`src/design/fpm_pkg.sv`:
```
// ----------------------------------------------------------------------------
// fpm_pkg
// Shared codes for the FIFO port matcher: request types, actions, status
// codes, per-port states and configuration register indexes.
// ----------------------------------------------------------------------------
`default_nettype none

package fpm_pkg;

  localparam logic [1:0] REQ_OUT      = 2'd0;
  localparam logic [1:0] REQ_IN       = 2'd1;
  localparam logic [1:0] REQ_EVAL     = 2'd2;
  localparam logic [1:0] REQ_RESERVED = 2'd3;

  localparam logic [1:0] ACT_TRANSFER   = 2'd0;
  localparam logic [1:0] ACT_NEEDED     = 2'd1;
  localparam logic [1:0] ACT_NOT_NEEDED = 2'd2;
  localparam logic [1:0] ACT_STATUS     = 2'd3;

  localparam logic [1:0] ST_NEED_DATA = 2'd0;
  localparam logic [1:0] ST_PORT_FULL = 2'd1;
  localparam logic [1:0] ST_FINISHED  = 2'd2;

  localparam logic [1:0] IN_NOT_NEEDED = 2'd0;
  localparam logic [1:0] IN_NEEDED     = 2'd1;
  localparam logic [1:0] IN_HAS_DATA   = 2'd2;
  localparam logic [1:0] IN_FINISHED   = 2'd3;

  localparam logic [1:0] OUT_NOT_ACTIVE = 2'd0;
  localparam logic [1:0] OUT_NEED_DATA  = 2'd1;
  localparam logic [1:0] OUT_FINISHED   = 2'd2;

  localparam logic CFG_INPUT_COUNT  = 1'b0;
  localparam logic CFG_OUTPUT_COUNT = 1'b1;

  localparam logic [4:0] CNT_SAT = 5'd31;

endpackage

`default_nettype wire

```
`src/design/fifo_port_matcher_top.sv`:
```
// ----------------------------------------------------------------------------
// fifo_port_matcher_top
// Pairs waiting consumer ports with producer ports holding data, FIFO order.
// ----------------------------------------------------------------------------
// One request at a time. The first request after reset runs an init sweep over
// all MAX_PORTS entries of the port state memories. Update requests pass through
// dispatch, memory read and write back. Evaluate does a read-modify-write of the
// input state memory for each transfer, then the need grants, with dispatch,
// queue exits and a closing status around them; one result leaves per cycle
// at most, and a stalled output holds the sequencer.
`default_nettype none

module fifo_port_matcher_top #(
  parameter int MAX_PORTS = 16
) (
  input  wire logic       clk_i,
  input  wire logic       rst_ni,
  input  wire logic       cfg_we_i,
  input  wire logic       cfg_idx_i,
  input  wire logic [4:0] cfg_data_i,
  input  wire logic       in_valid_i,
  output logic            in_stall_o,
  input  wire logic [1:0] req_type_i,
  input  wire logic [3:0] port_index_i,
  input  wire logic       port_done_i,
  input  wire logic       port_ready_i,
  input  wire logic       chunk_is_final_i,
  output logic            out_valid_o,
  input  wire logic       out_stall_i,
  output logic [1:0]      action_o,
  output logic [3:0]      src_port_o,
  output logic [3:0]      dst_port_o,
  output logic [1:0]      status_code_o,
  output logic            close_all_inputs_o,
  output logic            finish_all_outputs_o,
  output logic            last_o
);

  localparam int AW = (MAX_PORTS > 1) ? $clog2(MAX_PORTS) : 1;
  localparam int CW = $clog2(MAX_PORTS + 1);
  localparam int EW = 7;
  localparam logic [EW-1:0] MaxP = EW'(MAX_PORTS);
  localparam logic [AW-1:0] LastIdx = AW'(MAX_PORTS - 1);
  localparam logic [CW-1:0] FullCnt = CW'(MAX_PORTS);

  typedef enum logic [3:0] {
    S_IDLE, S_INIT, S_DISP, S_OUPD, S_IUPD, S_EPAIR, S_EPIN, S_EEND, S_EGRANT, S_ESTAT
  } state_e;

  state_e state_q, state_d;
  logic init_q, init_d;
  logic [1:0] req_q;
  logic [3:0] p_q;
  logic done_q, rdy_q, fin_q;
  logic [4:0] in_cnt_q, out_cnt_q;
  logic [4:0] done_in_q, done_in_d, done_out_q, done_out_d;
  logic [4:0] n_q, n_d;
  logic [CW-1:0] want_q, want_d, sweep_q, sweep_d;
  logic [3:0] i_q, i_d;

  logic [3:0] wo_mem [MAX_PORTS];
  logic [3:0] di_mem [MAX_PORTS];
  logic [3:0] id_mem [MAX_PORTS];
  logic [AW-1:0] wo_head_q, wo_tail_q, di_head_q, di_tail_q, id_head_q, id_tail_q;
  logic [CW-1:0] wo_cnt_q, di_cnt_q, id_cnt_q;
  logic wo_push, wo_pop, di_push, di_pop, id_push, id_pop;
  logic [3:0] wo_wdata, di_wdata, id_wdata;

  logic [1:0] st_mem  [MAX_PORTS];
  logic       fl_mem  [MAX_PORTS];
  logic [1:0] om_mem  [MAX_PORTS];
  logic [1:0] st_rd_q, om_rd_q;
  logic       fl_rd_q;
  logic [AW-1:0] rd_a;
  logic st_we, fl_we, om_we;
  logic [AW-1:0] st_wa, fl_wa, om_wa;
  logic [1:0] st_wd, om_wd;
  logic fl_wd;

  logic ov_q, last_q, cl_q, fa_q;
  logic [1:0] act_q, stc_q;
  logic [3:0] src_q, dst_q;
  logic emit, e_last, e_cl, e_fa;
  logic [1:0] e_act, e_st;
  logic [3:0] e_src, e_dst;

  logic [EW-1:0] eff_in, eff_out, p_ext;
  logic out_free, all_out_done, all_in_done;

  function automatic logic [AW-1:0] nxt(input logic [AW-1:0] h);
    nxt = (h == LastIdx) ? '0 : h + 1'b1;
  endfunction

  assign eff_in  = ({2'b0, in_cnt_q} > MaxP) ? MaxP : {2'b0, in_cnt_q};
  assign eff_out = ({2'b0, out_cnt_q} > MaxP) ? MaxP : {2'b0, out_cnt_q};
  assign p_ext = {3'b0, p_q};
  assign all_out_done = {2'b0, done_out_q} >= eff_out;
  assign all_in_done  = {2'b0, done_in_q} >= eff_in;
  assign out_free = !ov_q || !out_stall_i;
  assign rd_a = (state_q == S_EPAIR) ? AW'(di_mem[di_head_q]) : AW'(p_q);

  always_comb begin
    state_d = state_q;
    init_d = init_q;
    done_in_d = done_in_q;
    done_out_d = done_out_q;
    n_d = n_q;
    want_d = want_q;
    sweep_d = sweep_q;
    i_d = i_q;
    wo_push = 1'b0; wo_pop = 1'b0; wo_wdata = p_q;
    di_push = 1'b0; di_pop = 1'b0; di_wdata = p_q;
    id_push = 1'b0; id_pop = 1'b0; id_wdata = p_q;
    st_we = 1'b0; st_wa = AW'(p_q); st_wd = fpm_pkg::IN_NOT_NEEDED;
    fl_we = 1'b0; fl_wa = AW'(p_q); fl_wd = 1'b0;
    om_we = 1'b0; om_wa = AW'(p_q); om_wd = fpm_pkg::OUT_NOT_ACTIVE;
    emit = 1'b0; e_act = fpm_pkg::ACT_STATUS; e_src = '0; e_dst = '0;
    e_st = fpm_pkg::ST_NEED_DATA; e_cl = 1'b0; e_fa = 1'b0; e_last = 1'b0;
    unique case (state_q)
      S_IDLE: begin
        if (in_valid_i) begin
          state_d = init_q ? S_DISP : S_INIT;
          sweep_d = '0;
          n_d = '0;
        end
      end
      S_INIT: begin
        st_we = 1'b1; st_wa = sweep_q[AW-1:0];
        fl_we = 1'b1; fl_wa = sweep_q[AW-1:0];
        om_we = 1'b1; om_wa = sweep_q[AW-1:0];
        if (EW'(sweep_q) < eff_in) begin
          id_push = 1'b1;
          id_wdata = 4'(sweep_q);
        end
        sweep_d = sweep_q + 1'b1;
        if (sweep_q[AW-1:0] == LastIdx) begin
          init_d = 1'b1;
          state_d = S_DISP;
        end
      end
      S_DISP: begin
        unique case (req_q)
          fpm_pkg::REQ_OUT: state_d = (p_ext >= eff_out) ? S_IDLE : S_OUPD;
          fpm_pkg::REQ_IN: state_d = (all_out_done || p_ext >= eff_in) ? S_IDLE : S_IUPD;
          fpm_pkg::REQ_EVAL: begin
            if (!all_out_done) begin
              state_d = S_EPAIR;
            end else if (out_free) begin
              emit = 1'b1; e_st = fpm_pkg::ST_FINISHED; e_cl = 1'b1; e_last = 1'b1;
              state_d = S_IDLE;
            end
          end
          default: state_d = S_IDLE;
        endcase
      end
      S_OUPD: begin
        if (done_q) begin
          if (om_rd_q != fpm_pkg::OUT_FINISHED) begin
            om_we = 1'b1; om_wd = fpm_pkg::OUT_FINISHED;
            if (done_out_q < fpm_pkg::CNT_SAT) done_out_d = done_out_q + 1'b1;
          end
        end else if (rdy_q && om_rd_q != fpm_pkg::OUT_NEED_DATA) begin
          om_we = 1'b1; om_wd = fpm_pkg::OUT_NEED_DATA;
          wo_push = 1'b1;
        end
        state_d = S_IDLE;
      end
      S_IUPD: begin
        if (done_q) begin
          if (st_rd_q != fpm_pkg::IN_FINISHED) begin
            st_we = 1'b1; st_wd = fpm_pkg::IN_FINISHED;
            if (done_in_q < fpm_pkg::CNT_SAT) done_in_d = done_in_q + 1'b1;
          end
          state_d = S_IDLE;
        end else if (rdy_q) begin
          fl_we = 1'b1; fl_wd = fin_q;
          if (st_rd_q != fpm_pkg::IN_HAS_DATA) begin
            st_we = 1'b1; st_wd = fpm_pkg::IN_HAS_DATA;
            di_push = 1'b1;
          end
          state_d = S_IDLE;
        end else if (out_free) begin
          emit = 1'b1; e_act = fpm_pkg::ACT_NOT_NEEDED; e_src = p_q; e_last = 1'b1;
          if (st_rd_q != fpm_pkg::IN_NOT_NEEDED) begin
            st_we = 1'b1; st_wd = fpm_pkg::IN_NOT_NEEDED;
            id_push = 1'b1;
          end
          state_d = S_IDLE;
        end
      end
      S_EPAIR: begin
        if (wo_cnt_q != '0 && di_cnt_q != '0 && n_q < 5'd16) begin
          if (out_free) begin
            emit = 1'b1; e_act = fpm_pkg::ACT_TRANSFER;
            e_src = di_mem[di_head_q]; e_dst = wo_mem[wo_head_q];
            wo_pop = 1'b1; di_pop = 1'b1;
            om_we = 1'b1; om_wa = AW'(wo_mem[wo_head_q]);
            i_d = di_mem[di_head_q];
            n_d = n_q + 1'b1;
            state_d = S_EPIN;
          end
        end else begin
          state_d = S_EEND;
        end
      end
      S_EPIN: begin
        st_wa = AW'(i_q);
        if (fl_rd_q && st_rd_q != fpm_pkg::IN_FINISHED) begin
          st_we = 1'b1; st_wd = fpm_pkg::IN_FINISHED;
          if (done_in_q < fpm_pkg::CNT_SAT) done_in_d = done_in_q + 1'b1;
        end else if (st_rd_q != fpm_pkg::IN_FINISHED) begin
          st_we = 1'b1; st_wd = fpm_pkg::IN_NOT_NEEDED;
        end
        state_d = S_EPAIR;
      end
      S_EEND: begin
        if (!all_in_done) begin
          want_d = wo_cnt_q;
          state_d = S_EGRANT;
        end else if (out_free) begin
          emit = 1'b1; e_st = fpm_pkg::ST_FINISHED; e_fa = 1'b1; e_last = 1'b1;
          state_d = S_IDLE;
        end
      end
      S_EGRANT: begin
        if (id_cnt_q != '0 && want_q != '0 && n_q < 5'd16) begin
          if (out_free) begin
            emit = 1'b1; e_act = fpm_pkg::ACT_NEEDED; e_src = id_mem[id_head_q];
            id_pop = 1'b1;
            st_we = 1'b1; st_wa = AW'(id_mem[id_head_q]); st_wd = fpm_pkg::IN_NEEDED;
            want_d = want_q - 1'b1;
            n_d = n_q + 1'b1;
          end
        end else begin
          state_d = S_ESTAT;
        end
      end
      S_ESTAT: begin
        if (out_free) begin
          emit = 1'b1; e_last = 1'b1;
          e_st = (wo_cnt_q != '0) ? fpm_pkg::ST_NEED_DATA : fpm_pkg::ST_PORT_FULL;
          state_d = S_IDLE;
        end
      end
      default: state_d = S_IDLE;
    endcase
  end

  always_ff @(posedge clk_i or negedge rst_ni) begin
    if (!rst_ni) begin
      state_q <= S_IDLE;
      init_q <= 1'b0;
      in_cnt_q <= 5'd1;
      out_cnt_q <= 5'd1;
      done_in_q <= '0;
      done_out_q <= '0;
      n_q <= '0;
      want_q <= '0;
      sweep_q <= '0;
      wo_head_q <= '0; wo_tail_q <= '0; wo_cnt_q <= '0;
      di_head_q <= '0; di_tail_q <= '0; di_cnt_q <= '0;
      id_head_q <= '0; id_tail_q <= '0; id_cnt_q <= '0;
      ov_q <= 1'b0;
    end else begin
      state_q <= state_d;
      init_q <= init_d;
      done_in_q <= done_in_d;
      done_out_q <= done_out_d;
      n_q <= n_d;
      want_q <= want_d;
      sweep_q <= sweep_d;
      if (cfg_we_i) begin
        if (cfg_idx_i == fpm_pkg::CFG_INPUT_COUNT) in_cnt_q <= cfg_data_i;
        if (cfg_idx_i == fpm_pkg::CFG_OUTPUT_COUNT) out_cnt_q <= cfg_data_i;
      end
      if (wo_push && wo_cnt_q != FullCnt) begin
        wo_tail_q <= nxt(wo_tail_q); wo_cnt_q <= wo_cnt_q + 1'b1;
      end else if (wo_pop) begin
        wo_head_q <= nxt(wo_head_q); wo_cnt_q <= wo_cnt_q - 1'b1;
      end
      if (di_push && di_cnt_q != FullCnt) begin
        di_tail_q <= nxt(di_tail_q); di_cnt_q <= di_cnt_q + 1'b1;
      end else if (di_pop) begin
        di_head_q <= nxt(di_head_q); di_cnt_q <= di_cnt_q - 1'b1;
      end
      if (id_push && id_cnt_q != FullCnt) begin
        id_tail_q <= nxt(id_tail_q); id_cnt_q <= id_cnt_q + 1'b1;
      end else if (id_pop) begin
        id_head_q <= nxt(id_head_q); id_cnt_q <= id_cnt_q - 1'b1;
      end
      if (emit) begin
        ov_q <= 1'b1;
      end else if (!out_stall_i) begin
        ov_q <= 1'b0;
      end
    end
  end

  always_ff @(posedge clk_i) begin
    if (state_q == S_IDLE && in_valid_i) begin
      req_q <= req_type_i;
      p_q <= port_index_i;
      done_q <= port_done_i;
      rdy_q <= port_ready_i;
      fin_q <= chunk_is_final_i;
    end
    i_q <= i_d;
    if (emit) begin
      act_q <= e_act; src_q <= e_src; dst_q <= e_dst; stc_q <= e_st;
      cl_q <= e_cl; fa_q <= e_fa; last_q <= e_last;
    end
  end

  always_ff @(posedge clk_i) begin
    if (wo_push && wo_cnt_q != FullCnt) wo_mem[wo_tail_q] <= wo_wdata;
    if (di_push && di_cnt_q != FullCnt) di_mem[di_tail_q] <= di_wdata;
    if (id_push && id_cnt_q != FullCnt) id_mem[id_tail_q] <= id_wdata;
    if (st_we) st_mem[st_wa] <= st_wd;
    if (fl_we) fl_mem[fl_wa] <= fl_wd;
    if (om_we) om_mem[om_wa] <= om_wd;
    st_rd_q <= st_mem[rd_a];
    fl_rd_q <= fl_mem[rd_a];
    om_rd_q <= om_mem[rd_a];
  end

  assign in_stall_o = (state_q != S_IDLE);
  assign out_valid_o = ov_q;
  assign action_o = act_q;
  assign src_port_o = src_q;
  assign dst_port_o = dst_q;
  assign status_code_o = stc_q;
  assign close_all_inputs_o = cl_q;
  assign finish_all_outputs_o = fa_q;
  assign last_o = last_q;

endmodule

`default_nettype wire

```
`config.mk`:
```
export PLATFORM = sky130hd
export DESIGN_NAME = fifo_port_matcher_top
export DESIGN_NICKNAME = d
export VERILOG_FILES = /design/src/design/fpm_pkg.sv /design/src/design/fifo_port_matcher_top.sv
export SDC_FILE = /design/constraint.sdc
export NUM_CORES = 1
export LEC_CHECK = 0
export BUFFER_PORTS_ARGS = -buffer_cell sky130_fd_sc_hd__buf_2
export CORE_ASPECT_RATIO = 1.2
export CORE_UTILIZATION = 65
export DETAILED_ROUTE_END_ITERATION = 16
export PLACE_DENSITY = 0.87
export SETUP_SLACK_MARGIN = 0.15
export SLEW_MARGIN = 20
export SYNTH_ARGS = -nofsm -noshare
export SYNTH_HDL_FRONTEND = slang
export SYNTH_SLANG_ARGS = --single-unit
```
`constraint.sdc`:
```
create_clock -name clk_i -period 5.3 [get_ports clk_i]
set_input_delay 0.53 -clock clk_i [delete_from_list [all_inputs] [get_ports clk_i]]
set_output_delay 0.53 -clock clk_i [all_outputs]
set_load 0.01 [all_outputs]
```
After elaboration in Yosys (flattened, before gate mapping)

Memory sizes are Yosys's and may differ from the RTL's. A register that Yosys moved wholly into a read port is not among the register bits.
Index checks and enable logic that the tools add are counted.

Eq/ne operators: 37
Add/subtract/negate cells: 17
Multiplexer cells: 142
Reductions and logical operators: 42
Divide/modulo/power cells: 0
$lt $le $gt $ge: 10
Shift-type cells: 0
Multipliers: 0
Bitwise logic cells: 4

Operator list:

| cell                                                                   | number |
|---|---|
| 4-bit two-way mux                                                      | 31 |
| 5-bit two-way mux                                                      | 19 |
| 1-bit two-way mux                                                      | 55 |
| 4-bit equality test (second input constant)                            | 9 |
| 2-bit two-way mux                                                      | 18 |
| 4-bit case mux with 3 select lines                                     | 3 |
| 4-bit case mux with 9 select lines                                     | 1 |
| 5-bit by 1-bit adder with 5-bit output (second input constant)         | 7 |
| 5-bit case mux with 2 select lines                                     | 3 |
| 4-bit by 1-bit adder with 4-bit output (second input constant)         | 6 |
| 2-bit inequality test (second input constant)                          | 12 |
| 4-bit AND reduction                                                    | 5 |
| 5-bit nonzero test                                                     | 4 |
| 5-bit by 1-bit subtractor with 5-bit output (second input constant)    | 4 |
| 2-bit case mux with 3 select lines                                     | 3 |
| 4-bit by 3-bit equality test with 1-bit output (second input constant) | 4 |
| 5-bit < comparator (second input constant)                             | 3 |
| 5-bit inequality test (second input constant)                          | 3 |
| 5-bit case mux with 3 select lines                                     | 1 |
| 2-bit AND reduction                                                    | 7 |
| 2-bit nonzero test                                                     | 7 |
| 4-bit by 5-bit >= comparator with 1-bit output                         | 2 |
| 5-bit >= comparator                                                    | 2 |
| 5-bit greater-than comparator (second input constant)                  | 2 |
| 22 further kinds                                                       | 41 |

Memories kept: 6
Latch bits: 0
Memory bits (read-only): 0
Logic and storage cells: 290
Flip-flop bits (word level): 108
Bits in writable memories: 272
Output and inout bits: 17
Input port bits: 20

Memories:

| name   | words | bits a word | rd ports | clocked after Yosys merged registers in | wr ports | line                        | source |
|---|---|---|---|---|---|---|---|
| di_mem | 16    | 4           | 1        | 0                                       | 1        | fifo_port_matcher_top.sv:62 | `logic [3:0] di_mem [MAX_PORTS];` |
| id_mem | 16    | 4           | 1        | 0                                       | 1        | fifo_port_matcher_top.sv:63 | `logic [3:0] id_mem [MAX_PORTS];` |
| wo_mem | 16    | 4           | 1        | 0                                       | 1        | fifo_port_matcher_top.sv:61 | `logic [3:0] wo_mem [MAX_PORTS];` |
| om_mem | 16    | 2           | 1        | 1                                       | 1        | fifo_port_matcher_top.sv:71 | `logic [1:0] om_mem [MAX_PORTS];` |
| st_mem | 16    | 2           | 1        | 1                                       | 1        | fifo_port_matcher_top.sv:69 | `logic [1:0] st_mem [MAX_PORTS];` |
| fl_mem | 16    | 1           | 1        | 1                                       | 1        | fifo_port_matcher_top.sv:70 | `logic fl_mem [MAX_PORTS];` |

Logic depth before layout (Yosys ltp)

Depth in word-level cells: 9
Depth in mapped cells: 15
Depth with buffers taken out: 14

Worst setup path before layout

No wires, ideal clock.

Kind: register to register
Start point: reg in_cnt_q[4]
End point: reg id_cnt_q[4]
Arrival time: 3.433 ns
Stages on the path, launching flop included: 16
Clock period less this slack: 3.513 ns
Library setup time: 0.080 ns
Buffers on the path: 1
Required time: 5.220 ns
Path slack: 1.787 ns
Path through: dfrtp_1 -> inv_1 -> nand2_1 -> ha_1 -> a21o_1 -> a21o_1 -> a21o_1 -> a211o_4 -> a221oi_4 -> buf_2 -> inv_1 -> fa_1 -> a21o_1 -> a21oi_1 -> mux2i_1 -> xnor2_1

Cells in the longest elaborated chain, start to end: 7
Elaborated cells between the ends (all ways): 8
Classes of those cells: order compare (2); mux (4); reduce/logical (2)

Ends and longest elaborated chain:

| element                                                        | line                         | source |
|---|---|---|
| start: declaration                                             | fifo_port_matcher_top.sv:55  | `logic [4:0] in_cnt_q, out_cnt_q;` |
| start signal: assignment                                       | fifo_port_matcher_top.sv:273 | `if (cfg_idx_i == fpm_pkg::CFG_INPUT_COUNT) in_cnt_q <= cfg_data_i;` |
| 5-bit greater-than comparator                                  | fifo_port_matcher_top.sv:94  | `assign eff_in = ({2'b0, in_cnt_q} > MaxP) ? MaxP : {2'b0, in_cnt_q};` |
| 5-bit two-way mux *                                            | fifo_port_matcher_top.sv:94  |  |
| 5-bit < comparator *                                           | fifo_port_matcher_top.sv:131 | `if (EW'(sweep_q) < eff_in) begin` |
| 1-bit two-way mux *                                            | fifo_port_matcher_top.sv:131 |  |
| 1-bit case mux with 2 select lines *                           | fifo_port_matcher_top.sv:119 | `unique case (state_q)` |
| 1-bit logical AND *                                            | fifo_port_matcher_top.sv:286 | `if (id_push && id_cnt_q != FullCnt) begin` |
| 5-bit two-way mux / 2-bit nonzero test (equally long branches) | --                           |  |
| end signal: assignment                                         | fifo_port_matcher_top.sv:287 | `id_tail_q <= nxt(id_tail_q); id_cnt_q <= id_cnt_q + 1'b1;` |
| end signal: assignment                                         | fifo_port_matcher_top.sv:289 | `id_head_q <= nxt(id_head_q); id_cnt_q <= id_cnt_q - 1'b1;` |
| end: declaration                                               | fifo_port_matcher_top.sv:65  | `logic [CW-1:0] wo_cnt_q, di_cnt_q, id_cnt_q;` |

Mark *: on every way between the ends. The rest lies on a longest branch, timed or not.
A chain may end at the register's enable or synchronous reset.

Worst setup path after layout

Start point: reg wo_cnt_q[3]
End point: mem om_mem[0][1], enable pin

Cells in the longest elaborated chain, start to end: 7
Elaborated cells between the ends (all ways): 9
Classes of those cells: mux (6); reduce/logical (3)

Ends and longest elaborated chain:

| element                                 | line                         | source |
|---|---|---|
| start: declaration                      | fifo_port_matcher_top.sv:65  |  |
| start signal: assignment                | fifo_port_matcher_top.sv:277 | `wo_tail_q <= nxt(wo_tail_q); wo_cnt_q <= wo_cnt_q + 1'b1;` |
| start signal: assignment                | fifo_port_matcher_top.sv:279 | `wo_head_q <= nxt(wo_head_q); wo_cnt_q <= wo_cnt_q - 1'b1;` |
| 5-bit nonzero test *                    | fifo_port_matcher_top.sv:192 | `if (wo_cnt_q != '0 && di_cnt_q != '0 && n_q < 5'd16) begin` |
| 1-bit logical AND * (2 in series)       | fifo_port_matcher_top.sv:192 |  |
| 1-bit two-way mux                       | fifo_port_matcher_top.sv:192 |  |
| 1-bit case mux with 3 select lines      | fifo_port_matcher_top.sv:119 |  |
| 1-bit two-way mux                       | fifo_port_matcher_top.sv:320 | `if (om_we) om_mem[om_wa] <= om_wd;` |
| 1-bit two-way mux (implied by the code) | fifo_port_matcher_top.sv:320 |  |
| end: declaration                        | fifo_port_matcher_top.sv:71  |  |

Marked as above.

==> results.md <==
- Max cap viols: 0
- Dominant synthesized flop cell: edfxtp_1
- TritonCTS clock tree: yes
- Worst Path Required: between 5 and 6 ns
- Fin crit period: between 4 and 5 ns
- CP startpoint: wo_cnt_q[3]
- Crit. End Element: register
- Fin Setup TNS: 0 ns
- Placed Cells: 1580
- WL/cell: 23.8 µm
- Antenna Nets Post-Route: 0
- RD Place Congestion: 0.923
- WL final: just under 40 mm
- Netlist Area Pre-Place: between 0.015 and 0.02 mm²
- Clock Skews: between 0.015 and 0.02 ns
- Largest net degree at the start of global routing: 54
- Critical Path Fanout Max: 25
- Post-CTS Setup Inserts: 0
- Leading area contributor after synthesis: edfxtp_1
- First-pass GRT wire length: a little over 60 mm
- GR Layer Usage met3: 0.0568
- Met2 GRT Util: 0.504
- Syn avg cell area: 14.0 µm²
- Clk sink count: 385
- Area after DPL: 0.0179 mm²
- IO buf count: 36
- Via count: 10900
- CP Class: reg -> reg
- Grt met1 use: 0.370
- Final setup vio count: 0
- Most frequent cell after synthesis: edfxtp_1
- R2R Setup Slk: 1.05 ns
- GRT Max-Usage Layer: met2
- Gr usage total: 0.298
- Leak: a little over 7 nW
- Die width: roughly 150 µm
- FF+latch count, synth: 385
- CTS Buf Count: 37
- Share of the synthesized area in the top cell type: 0.516
- DRC: 0
- Total grt overflow: 0
- Share of layout cells above drive strength 1: 0.146
- Clk root buf: clkbuf_16
- Initial Utilization: 0.662
- Worst Tran Pin Value: 1.06 ns
- Drt initial violations: 1388
- Drt first pass iters: 5
- Later-pin clock latency in the skew report: 0.53 ns
- Async set-or-reset flop fraction in the synthesized netlist: 0.208
- Post-Layout Inst Area: 0.0192 mm²
- HP Start: req_type_i[1]
- Power after layout: about 0.009 W
- Initial antenna violation count: 1
- Share of the yosys chip area belonging to registers: 0.637
- Crit path launch type: register
- Status: complete, no violations
- Core area: 0.0264 mm²
- Fmax: 0.236 GHz
- YS warnings: 0
- Via/cell ratio: around 6.6
- Synth area leaders: edfxtp_1 (52%), dfrtp_1 (11%), mux4_2 (7.2%), ha_1 (3.7%), nand2_1 (2.8%)
- # diodes: 0
- Die H: 182 µm
- VDD IR max: about 0.30 mV
- RSZ-0062 raised after global routing: no
- Row count: 65
- EDFF count, synth: 300
- I/O Pins: 37
- Launch point of the worst reg-to-reg path: wo_cnt_q[3]
- Critical Path AT: 4.44 ns
- Min-delay worst type: in -> reg
- CTS H-tree lvls: 2
- Post-synth top cells: edfxtp_1 (300), nand2_1 (128), nor2_1 (93)
- Post-synth cell types: 68
- Layout net count: 1360
- Cells after Synth: 1245
- Final core occ: 0.728
- Vias in the first global route: ~11000
- DP HPWL: 26.4 mm
- Final instance count without filler cells: 1650
- Worst slew margin: 0.288
- Final period util: 0.801
- Area delta synth->final: 9.86%
- Slew Limit Fails: 0
- CTS Buffer Depth: 3
- Mapped Nets: 1319
- PD cells: 479 mW/mm²
- Final hold viol count: 0
- Clock transition at path regs: 0.07 ns
- Die ar.: 0.0275 mm²
- CTS resizes: 0
-- metal layers --
| layer | routed length, µm | part of all wire |
|---|---|---|
| met5 | 0 | 0 |
| met4 | 1820 | 0.046 |
| met3 | 3340 | 0.085 |
| met2 | 20000 | 0.51 |
| met1 | 14100 | 0.36 |
-- cell type report --
cell class                 count  area, µm²
sequential                   385      11100
fill                        1597       7170
multi-input combinational    774       5990
clock buffer                  51       1040
tap                          335        419
timing repair buffer          53        320
clock inverter                17        165
inverter                      35        131
-- worst paths after layout --
path | to | cells after the start
min reg2reg | want_q[4] | 1
max | om_mem[0][1] | 9
max reg2reg | om_mem[0][1] | 9
max in group asynchronous | di_tail_q[3] | 3
min in group asynchronous | id_tail_q[1] | 2
min | req_q[1] | 1
-- where the power goes --
group          total (W)  switching (W)  internal [W]
logic            0.00243        0.00141       0.00102
registers        0.00411       0.000430       0.00368
clock network    0.00264        0.00111       0.00153
-- critical path: stages (launching register included) --
cell      delay, ns
dfrtp_1        0.43
nor4_1         0.68
a221o_1        0.37
or3_1          0.54
inv_1          0.61
and2_1         0.37
a21oi_1        0.18
a21boi_0       0.29
nand2_1        0.18
nor2_1         0.27
-- logic make-up (layout without fill, tap and decap cells) --
family                   after synthesis  after routing  synth area share
AO/OA/AOI/OAI                        203            203            0.0793
XOR/XNOR                              29             29            0.0145
adder cells (fa/ha/maj)               54             54            0.0400
buffers and inverters                 86            156            0.0213
flip-flops                           385            385             0.637
multiplexers                         114            114             0.107
AND/OR/NAND/NOR                      374            374             0.101
-- flip-flops by register name, summed over array words and instances, names as in the netlist, 16 cells and up --
register,flops
di_mem,64
fl_mem,16
id_mem,64
om_mem,32
st_mem,32
wo_mem,64
-- what timing repair did --
item	4_1_cts	5_1_grt
hold buffers	1	0
endpoints found under the hold margin	25	0
endpoints found under the setup margin	0	0
-- layout by cell type (no fill, tap or decap), types with 5 or more instances in the layout --
master     synthesis  routed
nand4_1           10      10
a32o_1            10      10
and2_1            33      33
a211oi_1           7       7
xnor2_1           22      22
inv_1             35      35
a21o_1            25      25
nand2_1          128     128
and3_1            25      25
clkbuf_16          0      39
buf_4              4      16
nor3_1            15      13
a31oi_1            6       6
xor2_1             7       7
a21oi_1           49      49
o22ai_1           10      10
a221o_1            7       7
mux2i_1           38      38
or3_1              5       5
nand2b_1          12      12
mux2_2            20      20
dfrtp_1           78      78
o21ai_0           44      44
nor3b_1            5       5
nor2b_1           17      17
buf_2             13      35
clkinv_1           0       6
nand3_1           18      18
nor2_1            93      93
mux4_2            56      56
dfxtp_1            5       5
o211ai_1           6       6
ha_1              51      51
a22oi_1            7       7
clkbuf_1          27      10
edfxtp_1         300     300
-- metrics by stage --
step | hold WS, ns | worst slack, ns
2_1_floorplan | 0.234 | 1.79
3_3_place_gp | 0.478 | 1.51
3_5_place_dp | 0.485 | 1.36
4_1_cts | 0.173 | 1.27
5_1_grt | 0.169 | 0.944
6_report | 0.189 | 1.05
Power figures use the tool's default switching activity.
